<file path="src/gfa_pkg.sv">
// Shared types and constants of the GNSS fix averager.
package gfa_pkg;

	localparam int MaxFixesDefault = 255;
	localparam int CntW = 8;
	localparam int SumW = 40;

	localparam logic [1:0] FUNC_BEGIN  = 2'd0;
	localparam logic [1:0] FUNC_FEED   = 2'd1;
	localparam logic [1:0] FUNC_FINISH = 2'd2;
	localparam logic [1:0] FUNC_ABORT  = 2'd3;

	localparam logic [2:0] ST_OK       = 3'd0;
	localparam logic [2:0] ST_WRONG    = 3'd1;
	localparam logic [2:0] ST_ABORTED  = 3'd2;
	localparam logic [2:0] ST_TOO_FEW  = 3'd3;
	localparam logic [2:0] ST_PT_LIMIT = 3'd4;
	localparam logic [2:0] ST_FULL     = 3'd5;

	localparam logic [1:0] REG_MIN_Q   = 2'd0;
	localparam logic [1:0] REG_REQ     = 2'd1;
	localparam logic [1:0] REG_MAX_PTS = 2'd2;

	localparam logic [3:0] QUAL_SEED = 4'd4;

	// request to the shared divider
	typedef struct packed {
		logic            go;
		logic [SumW-1:0] dividend;
		logic [CntW-1:0] divisor;
	} div_req_t;

	typedef struct packed {
		logic            done;
		logic [SumW-1:0] quotient;
	} div_rsp_t;

endpackage

</file>
<file path="src/gfa_divider.sv">
// Shared signed-by-unsigned restoring divider, one quotient bit per cycle.
module gfa_divider import gfa_pkg::*; (
	input  logic     clk,
	input  logic     arst_n,
	input  div_req_t req,
	output div_rsp_t rsp
);

	localparam int StepW = $clog2(SumW + 1);

	logic [SumW-1:0]  mag_q;
	logic [CntW-1:0]  rem_q;
	logic [CntW-1:0]  den_q;
	logic             neg_q;
	logic             busy_q;
	logic             done_q;
	logic [StepW-1:0] step_q;
	logic [CntW:0]    trial;
	logic [CntW-1:0]  diff;
	logic             fits;

	// remainder stays below the divisor, so eight bits hold it
	assign trial = {rem_q, mag_q[SumW-1]};
	assign diff  = trial[CntW-1:0] - den_q;
	assign fits  = trial >= {1'b0, den_q};

	always_ff @(posedge clk or negedge arst_n) begin
		if (!arst_n) begin
			busy_q <= 1'b0;
			step_q <= '0;
			done_q <= 1'b0;
		end else begin
			done_q <= 1'b0;
			if (req.go) begin
				busy_q <= 1'b1;
				step_q <= StepW'(SumW);
			end else if (busy_q) begin
				step_q <= step_q - 1'b1;
				if (step_q == StepW'(1)) begin
					busy_q <= 1'b0;
					done_q <= 1'b1;
				end
			end
		end
	end

	always_ff @(posedge clk) begin
		if (req.go) begin
			neg_q <= req.dividend[SumW-1];
			mag_q <= req.dividend[SumW-1] ? (~req.dividend + 1'b1) : req.dividend;
			den_q <= req.divisor;
			rem_q <= '0;
		end else if (busy_q) begin
			// shift in next dividend bit, quotient bit lands at the bottom
			rem_q <= fits ? diff : trial[CntW-1:0];
			mag_q <= {mag_q[SumW-2:0], fits};
		end
	end

	assign rsp.done     = done_q;
	assign rsp.quotient = neg_q ? (~mag_q + 1'b1) : mag_q;

	assert property (@(posedge clk) disable iff (!arst_n) !(done_q && busy_q))
		else $error("divider done while busy");
	assert property (@(posedge clk) disable iff (!arst_n) !(req.go && busy_q))
		else $error("divider restarted while busy");
	assert property (@(posedge clk) disable iff (!arst_n) !(busy_q && den_q == '0))
		else $error("divide by zero");

endmodule

</file>
<file path="src/gnss_fix_averager.sv">
// Top level of the GNSS fix averager: command decode, sums and finish sequencer.
//
// Channel   Direction  Handshake             Payload
// command   in         start && !busy        func lat lon alt qual_code hdop sat_used
// result    out        done (one cycle)      status ... worst_quality
// config    in         cfg_we                cfg_index cfg_data
//
// Begin, feed, abort and a refused finish pass from S_EXEC straight to S_OUT for the result.
// A successful finish runs five divisions, one per average, each through S_DIVGO and S_DIVW
// on the one shared divider, before S_OUT gives the result.
// busy is high from acceptance until the result cycle; start is ignored then.
// Reset clears the capture, the point count and the registers to defaults.
// The receiver cannot stall: each result shows for exactly one cycle.
module gnss_fix_averager import gfa_pkg::*; #(
	parameter int MAX_FIXES = MaxFixesDefault
) (
	input  logic               clk,
	input  logic               arst_n,
	input  logic               start,
	output logic               busy,
	input  logic [1:0]         func,
	input  logic signed [30:0] lat,
	input  logic signed [31:0] lon,
	input  logic signed [27:0] alt,
	input  logic [3:0]         qual_code,
	input  logic [13:0]        hdop,
	input  logic [7:0]         sat_used,
	input  logic               cfg_we,
	input  logic [1:0]         cfg_index,
	input  logic [15:0]        cfg_data,
	output logic               done,
	output logic [2:0]         status,
	output logic [7:0]         fix_count,
	output logic               ready_res,
	output logic [15:0]        point_no,
	output logic signed [30:0] avg_lat,
	output logic signed [31:0] avg_lon,
	output logic signed [27:0] avg_alt,
	output logic [13:0]        avg_hdop,
	output logic [7:0]         avg_sats,
	output logic [3:0]         worst_quality
);

	localparam logic [CntW-1:0] FixCap =
		(MAX_FIXES < 255) ? CntW'(MAX_FIXES) : CntW'(255);

	typedef enum logic [4:0] {
		S_IDLE = 5'b00001,
		S_EXEC = 5'b00010,
		S_DIVGO = 5'b00100,
		S_DIVW = 5'b01000,
		S_OUT = 5'b10000
	} state_t;

	state_t state_q;

	logic [3:0]  min_q_q;
	logic [7:0]  req_q;
	logic [15:0] max_pts_q;

	logic            active_q, aborted_q;
	logic [CntW-1:0] fixes_q;
	logic [SumW-1:0] lat_tot_q, lon_tot_q;
	logic [35:0]     alt_tot_q;
	logic [21:0]     hdop_tot_q;
	logic [15:0]     sats_tot_q;
	logic [3:0]      lowq_q;
	logic [15:0]     pts_q;

	logic [1:0]  func_q;
	logic [30:0] lat_q;
	logic [31:0] lon_q;
	logic [27:0] alt_q;
	logic [3:0]  fq_q;
	logic [13:0] hdop_q;
	logic [7:0]  sats_q;

	logic [2:0]  sel_q;
	logic [2:0]  st_q;
	logic [15:0] pnum_q;
	logic [3:0]  fin_worst_q;
	logic        finished_q;
	logic [30:0] r_lat_q;
	logic [31:0] r_lon_q;
	logic [27:0] r_alt_q;
	logic [13:0] r_hdop_q;
	logic [7:0]  r_sats_q;

	div_req_t dreq;
	div_rsp_t drsp;

	gfa_divider u_div (.clk(clk), .arst_n(arst_n), .req(dreq), .rsp(drsp));

	always_comb begin
		dreq.go      = (state_q == S_DIVGO);
		dreq.divisor = fixes_q;
		case (sel_q)
			3'd0:    dreq.dividend = lat_tot_q;
			3'd1:    dreq.dividend = lon_tot_q;
			3'd2:    dreq.dividend = {{(SumW-36){alt_tot_q[35]}}, alt_tot_q};
			3'd3:    dreq.dividend = {{(SumW-22){1'b0}}, hdop_tot_q};
			default: dreq.dividend = {{(SumW-16){1'b0}}, sats_tot_q};
		endcase
	end

	assign busy = (state_q != S_IDLE);

	always_ff @(posedge clk or negedge arst_n) begin
		if (!arst_n) begin
			min_q_q   <= 4'd1;
			req_q     <= 8'd10;
			max_pts_q <= 16'd1000;
		end else if (cfg_we) begin
			case (cfg_index)
				REG_MIN_Q:   min_q_q   <= cfg_data[3:0];
				REG_REQ:     req_q     <= cfg_data[7:0];
				REG_MAX_PTS: max_pts_q <= cfg_data;
				default: ;
			endcase
		end
	end

	always_ff @(posedge clk) begin
		if (start && !busy) begin
			func_q <= func;
			lat_q  <= lat;
			lon_q  <= lon;
			alt_q  <= alt;
			fq_q   <= qual_code;
			hdop_q <= hdop;
			sats_q <= sat_used;
		end
	end

	always_ff @(posedge clk or negedge arst_n) begin
		if (!arst_n) begin
			state_q    <= S_IDLE;
			active_q   <= 1'b0;
			aborted_q  <= 1'b0;
			fixes_q    <= '0;
			lat_tot_q  <= '0;
			lon_tot_q  <= '0;
			alt_tot_q  <= '0;
			hdop_tot_q <= '0;
			sats_tot_q <= '0;
			lowq_q     <= QUAL_SEED;
			pts_q      <= '0;
			sel_q      <= '0;
			st_q       <= ST_OK;
			pnum_q     <= '0;
			fin_worst_q <= '0;
			finished_q <= 1'b0;
			done       <= 1'b0;
		end else begin
			done <= 1'b0;
			case (state_q)
				S_IDLE: begin
					if (start) state_q <= S_EXEC;
				end
				S_EXEC: begin
					st_q       <= ST_OK;
					pnum_q     <= '0;
					finished_q <= 1'b0;
					state_q    <= S_OUT;
					case (func_q)
						FUNC_BEGIN: begin
							if (active_q) st_q <= ST_WRONG;
							else begin
								active_q   <= 1'b1;
								aborted_q  <= 1'b0;
								fixes_q    <= '0;
								lat_tot_q  <= '0;
								lon_tot_q  <= '0;
								alt_tot_q  <= '0;
								hdop_tot_q <= '0;
								sats_tot_q <= '0;
								lowq_q     <= QUAL_SEED;
							end
						end
						FUNC_FEED: begin
							if (!active_q) st_q <= ST_WRONG;
							else if (aborted_q) st_q <= ST_ABORTED;
							else if (fq_q < min_q_q) begin
								aborted_q <= 1'b1;
								st_q      <= ST_ABORTED;
							end else if (fixes_q >= FixCap) st_q <= ST_FULL;
							else begin
								lat_tot_q  <= lat_tot_q + {{(SumW-31){lat_q[30]}}, lat_q};
								lon_tot_q  <= lon_tot_q + {{(SumW-32){lon_q[31]}}, lon_q};
								alt_tot_q  <= alt_tot_q + {{8{alt_q[27]}}, alt_q};
								hdop_tot_q <= hdop_tot_q + {8'd0, hdop_q};
								sats_tot_q <= sats_tot_q + {8'd0, sats_q};
								if (fq_q < lowq_q) lowq_q <= fq_q;
								fixes_q <= fixes_q + 1'b1;
							end
						end
						FUNC_FINISH: begin
							if (!active_q) st_q <= ST_WRONG;
							else if (aborted_q) begin
								st_q      <= ST_ABORTED;
								active_q  <= 1'b0;
								aborted_q <= 1'b0;
								fixes_q   <= '0;
								lowq_q    <= QUAL_SEED;
							end else if (fixes_q == '0 || fixes_q < req_q) st_q <= ST_TOO_FEW;
							else if (pts_q >= max_pts_q) st_q <= ST_PT_LIMIT;
							else begin
								sel_q   <= '0;
								state_q <= S_DIVGO;
							end
						end
						default: begin
							if (!active_q) st_q <= ST_WRONG;
							else begin
								active_q  <= 1'b0;
								aborted_q <= 1'b0;
								fixes_q   <= '0;
								lowq_q    <= QUAL_SEED;
							end
						end
					endcase
				end
				S_DIVGO: state_q <= S_DIVW;
				S_DIVW: begin
					if (drsp.done) begin
						if (sel_q == 3'd4) begin
							// all five averages taken: number the point, clear
							pts_q       <= pts_q + 1'b1;
							pnum_q      <= pts_q + 1'b1;
							fin_worst_q <= lowq_q;
							finished_q  <= 1'b1;
							active_q    <= 1'b0;
							aborted_q   <= 1'b0;
							fixes_q     <= '0;
							lowq_q      <= QUAL_SEED;
							state_q     <= S_OUT;
						end else begin
							sel_q   <= sel_q + 1'b1;
							state_q <= S_DIVGO;
						end
					end
				end
				S_OUT: begin
					done    <= 1'b1;
					state_q <= S_IDLE;
				end
				default: state_q <= S_IDLE;
			endcase
		end
	end

	always_ff @(posedge clk) begin
		if (state_q == S_EXEC) begin
			r_lat_q  <= '0;
			r_lon_q  <= '0;
			r_alt_q  <= '0;
			r_hdop_q <= '0;
			r_sats_q <= '0;
		end else if (state_q == S_DIVW && drsp.done) begin
			case (sel_q)
				3'd0:    r_lat_q  <= drsp.quotient[30:0];
				3'd1:    r_lon_q  <= drsp.quotient[31:0];
				3'd2:    r_alt_q  <= drsp.quotient[27:0];
				3'd3:    r_hdop_q <= drsp.quotient[13:0];
				default: r_sats_q <= drsp.quotient[7:0];
			endcase
		end
	end

	assign status        = st_q;
	assign fix_count     = active_q ? fixes_q : '0;
	assign ready_res     = active_q && !aborted_q && fixes_q != '0 && fixes_q >= req_q;
	assign point_no      = pnum_q;
	assign avg_lat       = r_lat_q;
	assign avg_lon       = r_lon_q;
	assign avg_alt       = r_alt_q;
	assign avg_hdop      = r_hdop_q;
	assign avg_sats      = r_sats_q;
	assign worst_quality = finished_q ? fin_worst_q : lowq_q;

	assert property (@(posedge clk) disable iff (!arst_n) !(done && busy))
		else $error("result while busy");
	assert property (@(posedge clk) disable iff (!arst_n) !(aborted_q && !active_q))
		else $error("aborted without capture");
	assert property (@(posedge clk) disable iff (!arst_n) fixes_q <= FixCap)
		else $error("fix count beyond cap");
	assert property (@(posedge clk) disable iff (!arst_n) !(state_q == S_DIVW && fixes_q == '0))
		else $error("divide by no fixes");

endmodule

</file>
<file path="config.mk">
export PLATFORM = sky130hd
export DESIGN_NAME = gnss_fix_averager
export DESIGN_NICKNAME = d
export VERILOG_FILES = /design/src/gfa_pkg.sv /design/src/gfa_divider.sv /design/src/gnss_fix_averager.sv
export SDC_FILE = /design/constraint.sdc
export NUM_CORES = 1
export LEC_CHECK = 0
export ABC_AREA = 1
export BUFFER_PORTS_ARGS = -buffer_cell sky130_fd_sc_hd__buf_4
export CORE_UTILIZATION = 28
export DETAILED_ROUTE_END_ITERATION = 8
export PLACE_DENSITY = 0.52
export SLEW_MARGIN = 20
export SYNTH_ARGS = -nofsm -noshare
export SYNTH_HDL_FRONTEND = slang
export SYNTH_SLANG_ARGS = --single-unit
</file>
<file path="constraint.sdc">
create_clock -name clk -period 9.2 [get_ports clk]
set_clock_uncertainty 0.05 [all_clocks]
set_input_delay 1.38 -clock clk [delete_from_list [all_inputs] [get_ports clk]]
set_output_delay 1.38 -clock clk [all_outputs]
set_load 0.01 [all_outputs]
</file>
==> Implementation_results.wiki <==
{| class="wikitable"
! Metric !! Value
|-
| Flops & latches, synth || ~540
|-
| Core Box Area || approximately 110000 µm²
|-
| Initial core utilization || roughly 28%
|-
| Placer congestion estimate || about 0.9
|-
| PD cells || about 280 nW/µm²
|-
| Clock-pin slew on the worst setup and hold paths || 0.06 ns
|-
| Terminating pin of the worst hold path || u_div.rem_q[7]
|-
| Number of hold-repair buffers added at the cts stage || 0
|-
| Origin of the worst setup path || state_q[2]
|-
| Area share of xor/xnor cells in the synthesized design || a little over 3%
|-
| Share of layout cells above drive strength 1 || 10.5%
|-
| Outcome || complete, no violations
|-
| Critical path launch point type || flop
|-
| Final cycle utilization of the critical path || 49.0%
|-
| Fin Setup TNS || 0 ns
|-
| Most frequent cells after synthesis || sky130_fd_sc_hd__nand2_1, sky130_fd_sc_hd__nor2_1, sky130_fd_sc_hd__inv_1
|-
| Synthesized area || 32500 µm²
|-
| Number of nets in the final layout || slightly below 5k
|-
| Yosys Warn Count || 0
|-
| HPWL after detailed placement || 83300 µm
|-
| Top FF cell, synth || sky130_fd_sc_hd__dfrtp_1
|-
| Detailed-route vias per instance || between 4 and 5
|-
| Worst R2R Setup Slack || about 4.7 ns
|-
| Ys async rst share || 46.7%
|-
| Post-placement setup slack || between 4 and 5 ns
|-
| Largest net degree at the start of global routing || 120
|-
| Mux cell area share after synthesis || 0%
|-
| Fin. Hold Viols || 0
|-
| Share of the synthesized area in the top cell type || between 10% and 20%
|-
| Initial DRT Pass Iterations || 5
|-
| Die height || about 340 µm
|-
| Wire length after detailed routing || between 100000 and 150000 µm
|-
| First-pass GRT wire length || around 170000 µm
|-
| Average wire per standard cell || 17.8 µm
|-
| Number of failing setup endpoints in the final timing report || 0
|-
| Sort of element at the end of the critical path || flop
|-
| Syn Nets || roughly 4.6k
|-
| Number of levels the H-tree was split into || 3
|-
| Via count of the first global-routing pass || 28.5k
|-
| Die boundary width || between 300 and 400 µm
|-
| Peak supply drop || approximately 0.00013 V
|-
| Gates resized, CTS repair || 0
|-
| Clock Path Buffers || 3
|-
| Endpoint arrival time on the critical path || 5.04 ns
|-
| Reg2Reg Capture Point || lon_tot_q[19]
|-
| Fraction of the yosys area taken by sequential cells || 42.5%
|-
| Top cells by area, synth || sky130_fd_sc_hd__dfrtp_1, sky130_fd_sc_hd__edfxtp_1, sky130_fd_sc_hd__nand2_1
|-
| Total of buffers placed on input and output ports || 287
|-
| R2r worst-path depth || 15
|-
| Number of distinct library cell variants in the gate-level netlist after synthesis || 56
|-
| Static power due to leakage || approximately 19 nW
|-
| PnR worst setup slack || around 4.7 ns
|-
| Critical Path RT || ~10 ns
|-
| Critical hold path startpoint || u_div.rem_q[7]
|-
| Largest driver fanout on the critical path || between 70 and 80
|-
| Initial drt markers || around 1.8k
|-
| Post-synthesis instance total || around 4.3k
|-
| Total congestion overflow after global routing || 0
|-
| Count of flip-flops with a built-in enable after synthesis || 168
|-
| Relative slew slack || roughly a third
|-
| Fin. max-slew vios || 0
|-
| FMAX || roughly 220 MHz
|-
| Critical path start-end classification || flop to flop
|-
| CTS buffer count || 71
|-
| Setup repair after global routing missed its margin || no
|-
| Final antenna-violating net count || 0
|-
| Die Outline Area || about 120000 µm²
|-
| Actual slew at the worst max-slew pin || 0.994 ns
|-
| Minimum clock period || approximately 4.5 ns
|-
| Largest family of logic cells by synthesized area || simple AND/OR/NAND/NOR gates
|-
| Std-Cell Rows || 124
|-
| Origin of the critical flop-to-flop path || state_q[2]
|-
| Vias post-DR || around 30k
|-
| Area fraction in compound gates after synthesis || between 10% and 20%
|-
| Post-Synth Simple-Gate Area || a little over a quarter
|-
| Cell accounting for the most synthesized area || sky130_fd_sc_hd__dfrtp_1
|-
| Total number of clock tree sinks || 542
|-
| DRC violations left || 0
|-
| Initial antenna violation count || 5
|-
| Buffer count from post-CTS setup fixing || 0
|-
| CTS root buffer || sky130_fd_sc_hd__clkbuf_16
|-
| Count of max-cap constraint violations || 0
|-
| Leading cell type by number of instances after synthesis || sky130_fd_sc_hd__nand2_1
|-
| TritonCTS clock tree || yes
|-
| Area growth from synthesis to final layout || 18.7%
|-
| Worst hold stages || 2
|-
| Post-synthesis area per instance || ~7.6 µm²
|-
| Total I/O pin count || 288
|-
| Hold Crit Class || flop to flop
|-
| Clock insertion delay at the later pin of the skew report || between 0.6 and 0.7 ns
|-
| Total track usage || 18.3%
|-
| Adder and majority gate portion of the synthesized area || between 7 and 8%
|}
-- kinds of logic after synthesis --
kind of cell,Yosys count
DFF,542
and+or+nand+nor,2076
AOI/OAI and AO/OA,825
buffers and inverters,559
adders and majority gates,191
xor gates and xnor gates,113
-- layout make-up --
class	count	area, µm²
fill	12300	76200
multi-input combinational	3205	16600
sequential	542	13800
timing repair buffer	307	2320
clock buffer	99	2020
tap	1512	1890
inverter	439	1650
clock inverter	31	332
antenna	2	5.00
-- registers in the layout, indices dropped and copies added (netlist names), 16 cells and up --
register / cells
alt_q: 28
alt_tot_q: 36
avg_alt: 28
avg_lat: 31
avg_lon: 32
hdop_tot_q: 22
lat_q: 31
lat_tot_q: 40
lon_q: 32
lon_tot_q: 40
max_pts_q: 16
point_no: 16
pts_q: 16
sats_tot_q: 16
u_div.mag_q: 40
-- worst max-delay path, cell delays in order, from the launching register on --
cell,delay (ns)
sky130_fd_sc_hd__dfrtp_1,0.40
sky130_fd_sc_hd__nor2_1,0.15
sky130_fd_sc_hd__nand4_1,0.10
sky130_fd_sc_hd__buf_4,0.30
sky130_fd_sc_hd__inv_2,0.10
sky130_fd_sc_hd__buf_4,0.55
sky130_fd_sc_hd__nand3_1,0.13
sky130_fd_sc_hd__nor2_1,0.26
sky130_fd_sc_hd__nand2_4,0.46
sky130_fd_sc_hd__nor2_4,0.22
sky130_fd_sc_hd__buf_4,0.61
sky130_fd_sc_hd__clkinv_2,0.17
sky130_fd_sc_hd__buf_4,0.42
sky130_fd_sc_hd__a21oi_1,0.22
sky130_fd_sc_hd__o21ai_0,0.10
sky130_fd_sc_hd__nand2_1,0.09
-- layout by cell type (no fill, tap or decap), types with 11 or more instances in the layout --
master / count
sky130_fd_sc_hd__nand2_1: 1126
sky130_fd_sc_hd__nor2_1: 473
sky130_fd_sc_hd__inv_1: 425
sky130_fd_sc_hd__o21ai_0: 385
sky130_fd_sc_hd__buf_4: 305
sky130_fd_sc_hd__nand3_1: 302
sky130_fd_sc_hd__a21oi_1: 275
sky130_fd_sc_hd__dfrtp_1: 242
sky130_fd_sc_hd__ha_1: 185
sky130_fd_sc_hd__edfxtp_1: 168
sky130_fd_sc_hd__dfxtp_1: 121
sky130_fd_sc_hd__clkbuf_16: 73
sky130_fd_sc_hd__xor2_1: 72
sky130_fd_sc_hd__nor3_1: 55
sky130_fd_sc_hd__nand4_1: 45
sky130_fd_sc_hd__xnor2_1: 41
sky130_fd_sc_hd__o211ai_1: 32
sky130_fd_sc_hd__nand3b_1: 24
sky130_fd_sc_hd__o21ai_1: 23
sky130_fd_sc_hd__o21a_1: 20
sky130_fd_sc_hd__clkbuf_1: 16
sky130_fd_sc_hd__clkinv_2: 14
sky130_fd_sc_hd__a31oi_1: 13
sky130_fd_sc_hd__nor2_2: 12
sky130_fd_sc_hd__a21o_1: 12
sky130_fd_sc_hd__o21bai_1: 11
sky130_fd_sc_hd__dfstp_2: 11
-- metal layers --
metal	GRT usage [%]	up-vias	routed length (µm)	share of wire, %
li1	-	14900	-	-
met1	25.5	13800	51600	47
met2	29.4	748	49300	45
met3	2.68	154	5380	4.9
met4	5.12	0	2890	2.6
met5	0	-	0	0
-- per-stage QoR --
stage	power [mW]	std cells	hold WS [ns]	util [%]	instance area [µm²]
2_1_floorplan	6.66	4306	0.376	-	32500
3_3_place_gp	8.05	6005	0.394	31.6	36200
3_5_place_dp	8.07	6005	0.400	31.6	36200
4_1_cts	10.9	6135	0.408	33.6	38600
5_1_grt	11.7	6137	0.427	33.6	38600
6_report	10.9	6137	0.408	33.6	38600
-- power breakdown --
| part | internal [mW] | leakage (nW) | switching, mW | total (mW) |
|---|---|---|---|---|
| clock network | 1.66 | 1.16 | 1.15 | 2.81 |
| logic | 1.42 | 11.5 | 2.99 | 4.42 |
| registers | 3.11 | 5.95 | 0.515 | 3.63 |
| total | 6.20 | 18.6 | 4.66 | 10.9 |
-- how the worst max path moves through the flow --
| stage | slack, ns | endpoint | cells after the start |
|---|---|---|---|
| 3_3_place_gp | 4.58 | lon_tot_q[19] | 15 |
| 2_1_floorplan | 2.19 | alt_q[0] | 2 |
| 6_report | 4.69 | lon_tot_q[19] | 15 |
| 5_1_grt | 4.24 | lon_tot_q[19] | 15 |
| 3_5_place_dp | 4.54 | lon_tot_q[19] | 15 |
| 4_1_cts | 4.50 | lon_tot_q[19] | 15 |
(Power assumes the default switching activity.)
